[config.mk]
export PLATFORM = sky130hd
export DESIGN_NAME = sat_cell
export DESIGN_NICKNAME = d
export VERILOG_FILES = /design/src/rtl/sat_pkg.sv /design/src/rtl/sat_cell.sv
export SDC_FILE = /design/constraint.sdc
export NUM_CORES = 1
export LEC_CHECK = 0
export BUFFER_PORTS_ARGS = -buffer_cell sky130_fd_sc_hd__clkbuf_2
export CAP_MARGIN = 20
export CORE_ASPECT_RATIO = 1.25
export CORE_MARGIN = 2
export CORE_UTILIZATION = 45
export DETAILED_ROUTE_END_ITERATION = 7
export PLACE_DENSITY = 0.87
export SYNTH_ARGS = -nofsm -noshare
export SYNTH_HDL_FRONTEND = slang
export SYNTH_SLANG_ARGS = --single-unit
[constraint.sdc]
create_clock -name clk -period 3.05 [get_ports clk]
set_input_delay 0.4575 -clock clk [delete_from_list [all_inputs] [get_ports clk]]
set_output_delay 0.4575 -clock clk [all_outputs]
set_load 0.1 [all_outputs]
[src/rtl/sat_pkg.sv]
package sat_pkg;

  // Field widths of the item payloads.
  localparam int VALUE_W  = 32;
  localparam int CMD_W    = 2;
  localparam int STATUS_W = 2;
  localparam int POS_W    = 10;
  localparam int COUNT_W  = 11;

  // Fan-in of one node of the registered OR tree.
  localparam int TREE_FANIN = 8;

  // Operation codes carried in the input item.
  localparam logic [CMD_W-1:0] CMD_SEARCH = 2'd0;
  localparam logic [CMD_W-1:0] CMD_INSERT = 2'd1;
  localparam logic [CMD_W-1:0] CMD_DELETE = 2'd2;

  // Status codes carried in the result item.
  localparam logic [STATUS_W-1:0] ST_OK      = 2'd0;
  localparam logic [STATUS_W-1:0] ST_MISSING = 2'd1;
  localparam logic [STATUS_W-1:0] ST_FULL    = 2'd2;

  // Strobes that the sequencer broadcasts to every cell of the row.
  typedef struct packed {
    logic cmp;  // latch the compare flags against the broadcast key
    logic ins;  // open a gap at the lower bound and drop the key in
    logic del;  // close the gap at the lower bound
  } ctl_t;

  // Width of one level of the OR tree, level 0 being the leaves.
  function automatic int tree_width(input int leaves, input int level);
    int w;
    w = leaves;
    for (int l = 0; l < level; l++) begin
      w = (w + TREE_FANIN - 1) / TREE_FANIN;
    end
    return w;
  endfunction

  // Number of registered levels needed to bring the leaves down to one node.
  function automatic int tree_levels(input int leaves);
    int w;
    int n;
    w = leaves;
    n = 0;
    while (w > 1) begin
      w = (w + TREE_FANIN - 1) / TREE_FANIN;
      n = n + 1;
    end
    return n;
  endfunction

endpackage

[src/rtl/sat_cell.sv]
module sat_cell (
  input  logic                                 clk,
  input  logic                                 rst_n,
  input  sat_pkg::ctl_t                        ctl,
  input  logic signed [sat_pkg::VALUE_W-1:0]   key_in,
  input  logic signed [sat_pkg::VALUE_W-1:0]   left_key,
  input  logic                                 left_lt,
  input  logic                                 left_occ,
  input  logic signed [sat_pkg::VALUE_W-1:0]   right_key,
  input  logic                                 right_occ,
  output logic signed [sat_pkg::VALUE_W-1:0]   key_o,
  output logic                                 lt_o,
  output logic                                 occ_o,
  output logic                                 eq_o,
  output logic                                 bound_o
);

  logic signed [sat_pkg::VALUE_W-1:0] key_r, key_nxt;
  logic                               occ_r, occ_nxt;
  logic                               lt_r, lt_nxt;
  logic                               eq_r, eq_nxt;

  // Compare against the broadcast key, then shift with the neighbors.
  // Cells below the lower bound keep their entry; the rest move.
  always_comb begin
    key_nxt = key_r;
    occ_nxt = occ_r;
    lt_nxt  = lt_r;
    eq_nxt  = eq_r;
    if (ctl.cmp) begin
      lt_nxt = occ_r && (key_r < key_in);
      eq_nxt = occ_r && (key_r == key_in);
    end
    if (ctl.ins && !lt_r) begin
      key_nxt = left_lt ? key_in : left_key;
      occ_nxt = left_occ;
    end
    if (ctl.del && !lt_r) begin
      key_nxt = right_key;
      occ_nxt = right_occ;
    end
  end

  // Occupancy and compare flags.
  always_ff @(posedge clk) begin
    if (!rst_n) begin
      occ_r <= 1'b0;
      lt_r  <= 1'b0;
      eq_r  <= 1'b0;
    end else begin
      occ_r <= occ_nxt;
      lt_r  <= lt_nxt;
      eq_r  <= eq_nxt;
    end
  end

  // The stored key is only meaningful while the cell is occupied.
  always_ff @(posedge clk) begin
    key_r <= key_nxt;
  end

  assign key_o   = key_r;
  assign lt_o    = lt_r;
  assign occ_o   = occ_r;
  assign eq_o    = eq_r;
  // This cell sits at the lower bound when its left neighbor is below the key and it is not.
  assign bound_o = left_lt && !lt_r;

endmodule

==> impl_metrics.env, run 1 <==
export IMPL_hpwl_um=5230
export IMPL_finalMaxSlewViolations=0
export IMPL_grt_pass1_wl_um=10100
export IMPL_hold_path_class="input pin to flop"
export IMPL_fin_hold_ws_ps=448.8
export IMPL_max_cap_viol_count=0
export IMPL_use_met1_pct=22.05
export IMPL_grt_busiest_layer="met2"
export IMPL_cpMaxStageDelayCell="edfxtp_1"
export IMPL_setup_viol=0
export IMPL_cts_max_level=2
export IMPL_ys_seq_elements=35
export IMPL_synth_top_cell_area_share_pct=37.52
export IMPL_period_minus_slack_ps=2096
export IMPL_portBuffers=139
export IMPL_grt_max_degree=38
export IMPL_synth_area_um2=2561
export IMPL_cts_tree="yes"
export IMPL_n_antenna_cell=0
export IMPL_path_max_fanout=2
export IMPL_critical_path_class="flop to flop"
export IMPL_ios=140
export IMPL_fillers=459
export IMPL_grt_pass1_vias=2409
export IMPL_cts_resized_gates=0
export IMPL_core_area_um2=5480
export IMPL_viasPerCell=5.198
export IMPL_critPathCapture="lt_o"
export IMPL_critPathCaptureType="flop"
export IMPL_drtPass1Iterations=4
export IMPL_hold_buffers=0
export IMPL_grt_remaining_overflow=0
export IMPL_power_density_nw_per_um2=524.8
export IMPL_cp_start_kind="flop"
export IMPL_finClkSkew_ps=4.581
export IMPL_start_util_pct=46.74
export IMPL_fmax_ghz=0.4771
export IMPL_slew_headroom_pct=35.65
export IMPL_path_depth=7
export IMPL_syn_avg_cell_area_um2=9.382
export IMPL_fp_dieH_um=88.35
export IMPL_area_delta_synth_final_pct=32.83
export IMPL_placed_area_um2=3322
export IMPL_cts_made_buffers=5
export IMPL_drive_gt1_share_pct=36.25
export IMPL_postCtsSetupBuffers=0
export IMPL_ys_warn_count=0
export IMPL_grt_total_usage_pct=20.11
export IMPL_worstSkewPairLatency_ps=280
export IMPL_ys_seq_area_share_pct=39.86
export IMPL_cp_startpoint="key_o[5]"
export IMPL_finalSetupTns_ps=0
export IMPL_hold_violations=0
export IMPL_via_count=2469
export IMPL_r2r_setup_slack_ps=950
export IMPL_globalplace_congestion=0.8205
export IMPL_arrival_ps=2320
export IMPL_drc=0
export IMPL_cp_top_family="compound AO/OA/AOI/OAI gates"
export IMPL_p_leak_nw=1.831
export IMPL_ys_types=28
export IMPL_antenna_found_initial=0
export IMPL_status="complete, no violations"
export IMPL_critPathBufInv=0
export IMPL_cp_cell_sequence="ha_1, a21oi_1, o21ai_0, a221o_1, o31a_1, or3_1, nand2_1"
export IMPL_use_met2_pct=39.39
export IMPL_clkSinkCount=35
export IMPL_regToRegStartpoint="key_o[5]"
export IMPL_wl_per_cell_um=13.54
export IMPL_yosysTopAreaCell="edfxtp_1"
export IMPL_rsz0062_at_grt="false"
export IMPL_required_ps=3280
export IMPL_period_share_pct=68.72
export IMPL_die_width_um=71.48
export IMPL_die_area_um2=6314
export IMPL_wl_um=6433
export IMPL_drtIter0Drc=62
export IMPL_whs_path_depth=2
export IMPL_rr_endpoint="lt_o"
export IMPL_clk_pin_slew_worst_paths_ps=70
export IMPL_clock_path_buffers=2
export IMPL_ir_drop_uv=354.4
export IMPL_syn_inst=273
export IMPL_critPathMaxStageDelay_ps=400
export IMPL_worst_slew_pin_slew_ps=963.0
export IMPL_nets=546
export IMPL_cts_root_buf="clkbuf_8"
export IMPL_rows=30
export IMPL_fin_area_um2=3402
export IMPL_met3_usage_pct=3.531
export IMPL_synth_nets=409
export IMPL_reg2regPathDepth=7
export IMPL_ant_nets=0
export IMPL_synth_area_top_cells="edfxtp_1 38%, ha_1 16%, mux2i_1 13%, o21ai_0 6.8%, nand2_1 6.3%"
[cells in the final DEF (no fill, tap or decap), types with 3 or more instances in the layout]
cell	count
a21oi_1	13
clkbuf_1	3
clkbuf_2	139
clkbuf_8	5
dfxtp_1	3
edfxtp_1	32
ha_1	32
inv_1	32
mux2i_1	33
nand2_1	43
nand3_1	4
nand4_1	8
nor2_1	6
o21ai_0	35
[layer usage]
metal  routed length [um]  part of all wire (%)
met5                    0                     0
met2                 3470                    54
met4                   53                  0.82
met1                 2543                    40
met3                  366                   5.7
[logic make-up after synthesis]
logic type | Yosys count | share of synthesized area, %
buf+inv | 43 | 6.449
mux | 33 | 12.90
flops | 35 | 39.86
compound gates | 59 | 12.90
simple gates | 71 | 12.26
fa+ha+maj | 32 | 15.63
[area by class of cell]
| class | instances | area, um^2 | share of cell area (%) |
|---|---|---|---|
| clock buffer | 8 | 80.08 | 2.354 |
| inverter | 32 | 120.1 | 3.531 |
| multi-input combinational | 195 | 1390 | 40.86 |
| sequential | 35 | 1021 | 30.01 |
| tap | 64 | 80.08 | 2.354 |
| timing repair buffer | 141 | 710.7 | 20.89 |
[state kept, by name (all words and copies together) (netlist names)]
name and count:
eq_o 1, key_o 32, lt_o 1, occ_o 1
[where the power goes]
| group | switching [mW] | internal, mW |
|---|---|---|
| Sequential | 0.0352 | 0.601 |
| Combinational | 0.634 | 0.193 |
| Clock | 0.159 | 0.162 |
| Total | 0.829 | 0.956 |
[worst min path at each step]
stage / to / start / slack [ps]
floorplan: occ_o / rst_n / 590
global placement: eq_o / eq_o / 460
detailed placement: eq_o / eq_o / 470
CTS: occ_o / rst_n / 430
global route: occ_o / rst_n / 450
finish: occ_o / rst_n / 450
[cells in the mapped netlist]
| cell type | number |
|---|---|
| nand2b_1 | 1 |
| o211a_1 | 1 |
| dfxtp_1 | 3 |
| nand4_1 | 8 |
| a21o_1 | 1 |
| nor4_1 | 2 |
| a21oi_2 | 1 |
| a21boi_0 | 2 |
| nor3b_1 | 1 |
| nor2_1 | 7 |
| inv_1 | 32 |
| a22oi_1 | 1 |
| nor2b_1 | 3 |
| clkbuf_1 | 8 |
| o211ai_1 | 2 |
| nand3_1 | 4 |
| edfxtp_1 | 32 |
| o31a_1 | 1 |
| buf_2 | 3 |
| nor3_1 | 1 |
| a221o_1 | 1 |
| ha_1 | 32 |
| or3_1 | 1 |
| mux2i_1 | 33 |
| a21oi_1 | 13 |
| o21ai_0 | 35 |
| nand2_1 | 43 |
| a211oi_1 | 1 |
[per-stage QoR]
step	cells	utilization, %	worst slack [ps]	total power, mW
global placement	467	60.62	835.4	1.456
finish	475	62.08	954.1	1.785
CTS	475	62.08	959.0	1.799
global route	475	62.08	866.7	1.875
floorplan	273	-	234.6	1.285
detailed placement	467	60.62	773.5	1.476
Power figures use the tool's default switching activity.
==> inputs of run 2 (changes only) <==
==> constraint.sdc (replaced) <==
create_clock -name clk -period 2.1 [get_ports clk]
set_input_delay 0.315 -clock clk [delete_from_list [all_inputs] [get_ports clk]]
set_output_delay 0.315 -clock clk [all_outputs]
set_load 0.1 [all_outputs]
==> impl_metrics.env, run 2 (synthesized netlist as in run 1, its figures left out) <==
export IMPL_postCtsSetupBuffers=0
export IMPL_nets=550
export IMPL_wl_um=6579
export IMPL_p_clk_share_pct=17.7
export IMPL_power_frac_comb_pct=46.9
export IMPL_switchingPower_mw=1.218
export IMPL_fin_hold_ws_ps=303.9
export IMPL_critical_path_class="flop to flop"
export IMPL_grt_total_usage_pct=21.79
export IMPL_ir_drop_uv=510.5
export IMPL_portBuffers=139
export IMPL_clock_path_buffers=2
export IMPL_die_width_um=71.48
export IMPL_core_area_um2=5480
export IMPL_status="complete, no violations"
export IMPL_grt_max_degree=28
export IMPL_n_antenna_cell=0
export IMPL_ios=140
export IMPL_hold_violations=0
export IMPL_via_count=2488
export IMPL_final_common_cell="clkbuf_2"
export IMPL_fillers=434
export IMPL_grt_pass1_vias=2527
export IMPL_fin_ws_ps=174.6
export IMPL_setup_viol=0
export IMPL_cts_root_buf="clkbuf_8"
export IMPL_required_ps=2330
export IMPL_wl_per_cell_um=13.73
export IMPL_cp_start_kind="flop"
export IMPL_slew_headroom_pct=62.68
export IMPL_ant_nets=0
export IMPL_critPathCaptureType="flop"
export IMPL_finClkSkew_ps=6.072
export IMPL_rr_endpoint="lt_o"
export IMPL_antenna_found_initial=0
export IMPL_p_leak_nw=1.862
export IMPL_clk_pin_slew_worst_paths_ps=70
export IMPL_cp_startpoint="key_o[13]"
export IMPL_power_density_nw_per_um2=750.1
export IMPL_r2r_setup_slack_ps=170
export IMPL_cts_max_level=2
export IMPL_max_cap_viol_count=0
export IMPL_arrival_ps=2160
export IMPL_rsz0062_at_grt="false"
export IMPL_largest_reg_flops=32
export IMPL_hold_buffers=0
export IMPL_period_minus_slack_ps=1925
export IMPL_fin_util_pct=63.74
export IMPL_hold_path_class="input pin to flop"
export IMPL_p_seq_share_pct=35.5
export IMPL_regToRegStartpoint="key_o[13]"
export IMPL_globalplace_congestion=0.8338
export IMPL_rows=30
export IMPL_reg2regPathDepth=7
export IMPL_drc=0
export IMPL_finalMaxSlewViolations=0
export IMPL_die_area_um2=6314
export IMPL_drive_gt1_share_pct=37.83
export IMPL_viasPerCell=5.194
export IMPL_hpwl_um=5490
export IMPL_grt_pass1_wl_um=10800
export IMPL_internal_power_mw=1.402
export IMPL_drtIter0Drc=74
export IMPL_worstSkewPairLatency_ps=280
export IMPL_area_delta_synth_final_pct=36.39
export IMPL_grt_remaining_overflow=0
export IMPL_cts_tree="yes"
export IMPL_finalSetupTns_ps=0
export IMPL_critPathCapture="lt_o"
export IMPL_start_util_pct=46.74
export IMPL_fp_dieH_um=88.35
export IMPL_worst_slew_pin_slew_ps=562.1
export IMPL_layout_common_cells="138 x clkbuf_2, 43 x nand2_1, 34 x o21ai_0, 33 x mux2i_1"
export IMPL_swShare_pct=46.50
export IMPL_drtPass1Iterations=4
export IMPL_path_max_fanout=3
export IMPL_cts_made_buffers=5
export IMPL_dp_slack_ps=125.6
export IMPL_fmax_ghz=0.5194
export IMPL_clkSinkCount=35
export IMPL_period_share_pct=91.68
==> run 2: changes by cell type in the layout (fill, tap and decap cells not counted), moves of 2 or more <==
cell and delta:
buf_12 +2, clkbuf_1 -2, ha_4 +2, buf_4 +3, clkinv_1 +2, ha_1 -2
==> run 2: through the flow <==
step | instance area, um^2 | cells | power [mW]
after floorplan | 2596 | 273 | 1.876
after global placement | 3407 | 471 | 2.151
after detailed placement | 3407 | 471 | 2.179
after CTS | 3487 | 479 | 2.646
after global routing | 3493 | 479 | 2.764
final | 3493 | 479 | 2.620
==> run 2: worst max-delay path, cell delays in order, from the launching register on <==
cell and delay [ps]:
edfxtp_1 400, ha_1 350, nand4_1 140, nor2_1 60, a221o_1 320, o31a_1 240
or3_1 310, nand2_1 60
==> run 2: area by class of cell <==
class                      instances  area (um^2)  share of cell area (%)
multi-input combinational        195         1424                   40.76
clock inverter                     2        7.507                  0.2149
timing repair buffer             145        768.2                   21.99
sequential                        35         1021                   29.23
clock buffer                       6        72.57                   2.077
tap                               64        80.08                   2.292
inverter                          32        120.1                   3.438
==> run 2: timing repair <==
item                                   4_1_cts  5_1_grt
gates resized for setup                      0        1
endpoints found under the hold margin        0        0
setup endpoints to repair                    0        1
==> run 2: worst min-delay path by stage <==
stage | from | to | slack (ps) | cells after the start
2_1_floorplan | rst_n | occ_o | 450 | 1
3_3_place_gp | eq_o | eq_o | 470 | 2
3_5_place_dp | eq_o | eq_o | 470 | 2
4_1_cts | rst_n | occ_o | 290 | 2
5_1_grt | right_key[2] | key_o[2] | 290 | 3
6_report | rst_n | occ_o | 300 | 2
==> run 2: routing by layer <==
layer / GRT usage, % / vias up / part of all wire [%]
met4: 8.919 / 0 / 3.1
met3: 4.100 / 18 / 5.9
met5: 0 / - / 0
met1: 22.91 / 1113 / 37
li1: - / 1259 / -
met2: 42.17 / 98 / 54
==> run 2: power by group through the flow <==
stage | logic, mW | clock network [mW] | registers (mW)
floorplan | 0.326 | 0 | 1.55
global placement | 1.21 | 0 | 0.938
detailed placement | 1.23 | 0 | 0.945
CTS | 1.24 | 0.478 | 0.930
global route | 1.31 | 0.513 | 0.940
finish | 1.23 | 0.463 | 0.929
==> inputs of run 3 (changes only) <==
--- a/config.mk
+++ b/config.mk
@@ -8,7 +8,7 @@
 export BUFFER_PORTS_ARGS = -buffer_cell sky130_fd_sc_hd__clkbuf_2
 export CAP_MARGIN = 20
 export CORE_ASPECT_RATIO = 1.25
-export CORE_MARGIN = 2
+export CORE_MARGIN = 4
 export CORE_UTILIZATION = 45
 export DETAILED_ROUTE_END_ITERATION = 7
 export PLACE_DENSITY = 0.87
==> impl_metrics.env, run 3 (synthesized netlist as in run 1, its figures left out) <==
export IMPL_hold_buffers=0
export IMPL_viasPerCell=5.177
export IMPL_area_delta_synth_final_pct=39.57
export IMPL_rsz0062_at_grt="false"
export IMPL_required_ps=2280
export IMPL_nets=550
export IMPL_cts_max_level=2
export IMPL_drc=0
export IMPL_power_mw=2.891
export IMPL_clk_pin_slew_worst_paths_ps=80
export IMPL_clkSinkCount=35
export IMPL_cp_startpoint="key_o[14]"
export IMPL_worst_slew_pin_slew_ps=559.3
export IMPL_drive_gt1_share_pct=38.55
export IMPL_via_count=2480
export IMPL_start_util_pct=46.74
export IMPL_grt_remaining_overflow=0
export IMPL_final_common_cell="clkbuf_2"
export IMPL_antenna_found_initial=0
export IMPL_grt_pass1_vias=2482
export IMPL_die_width_um=75.48
export IMPL_fillers=468
export IMPL_finalMaxSlewViolations=0
export IMPL_arrival_ps=2130
export IMPL_regToRegStartpoint="key_o[14]"
export IMPL_fmax_ghz=0.5123
export IMPL_wl_um=6799
export IMPL_critical_path_class="flop to flop"
export IMPL_fin_util_pct=65.23
export IMPL_min_from="rst_n"
export IMPL_portBuffers=139
export IMPL_postCtsSetupBuffers=0
export IMPL_grt_max_degree=66
export IMPL_die_area_um2=6970
export IMPL_period_share_pct=92.96
export IMPL_ios=140
export IMPL_clock_path_buffers=2
export IMPL_wl_per_cell_um=14.19
export IMPL_core_area_um2=5480
export IMPL_period_minus_slack_ps=1952
export IMPL_p_leak_nw=1.894
export IMPL_finClkSkew_ps=4.827
export IMPL_setup_viol=0
export IMPL_fin_hold_ws_ps=305.2
export IMPL_worstSkewPairLatency_ps=280
export IMPL_ir_drop_uv=592.6
export IMPL_critPathCaptureType="flop"
export IMPL_cts_tree="yes"
export IMPL_cts_made_buffers=5
export IMPL_power_density_nw_per_um2=808.8
export IMPL_path_max_fanout=3
export IMPL_grt_total_usage_pct=19.83
export IMPL_hold_violations=0
export IMPL_fp_dieH_um=92.35
export IMPL_finalSetupTns_ps=0
export IMPL_hpwl_um=5743
export IMPL_rows=30
export IMPL_n_antenna_cell=0
export IMPL_cts_root_buf="clkbuf_8"
export IMPL_slew_headroom_pct=62.87
export IMPL_ant_nets=0
export IMPL_drtPass1Iterations=4
export IMPL_largest_reg_flops=32
export IMPL_grt_pass1_wl_um=10850
export IMPL_hold_path_class="input pin to flop"
export IMPL_layout_common_cells="138 x clkbuf_2, 43 x nand2_1, 34 x o21ai_0, 33 x mux2i_1"
export IMPL_cp_start_kind="flop"
export IMPL_globalplace_congestion=0.7876
export IMPL_status="complete, no violations"
export IMPL_max_cap_viol_count=0
export IMPL_drtIter0Drc=98
-- run 3: layer usage --
metal / wire length [um] / track usage (%)
met1: 2507 / 22.12
met5: 0 / 0
met2: 3663 / 36.67
met3: 496 / 3.800
met4: 131 / 5.831
-- run 3: timing repair --
| item | in CTS | in global routing |
|---|---|---|
| endpoints found under the setup margin | 0 | 1 |
| hold endpoints to repair | 0 | 0 |
| gates resized for setup | 0 | 1 |
-- run 3: layout make-up --
class                      instances  area (um^2)  share of cell area (%)
inverter                          32        120.1                   3.360
multi-input combinational        195         1424                   39.83
clock buffer                       5        68.82                   1.925
clock inverter                     3        67.56                   1.890
timing repair buffer             145        793.3                   22.19
sequential                        35         1021                   28.56
tap                               64        80.08                   2.240
-- run 3: where the power goes --
part	switching, mW	internal (mW)
combinational	0.926	0.308
sequential	0.0561	0.872
clock	0.257	0.474
total	1.24	1.65
-- run 3: final timing paths --
| check | cells after the start | end | slack, ps |
|---|---|---|---|
| max | 7 | lt_o | 150 |
| min reg2reg | 2 | eq_o | 490 |
| max reg2reg | 7 | lt_o | 150 |
| min | 2 | occ_o | 310 |
-- run 3: worst max-delay path, cell delays in order (launching register included) --
cell,delay (ps)
edfxtp_1,450
ha_4,310
nand4_1,170
nor4_2,370
a21boi_0,240
o31a_1,170
or3_1,100
nand2_1,40
-- run 3: stage by stage --
stage | instance area (um^2) | setup WS (ps) | cells
finish | 3575 | 147.9 | 479
global route | 3575 | 3.788 | 479
CTS | 3568 | 118.6 | 479
detailed placement | 3432 | 94.96 | 471
global placement | 3432 | 140.8 | 471
floorplan | 2596 | -290.5 | 273
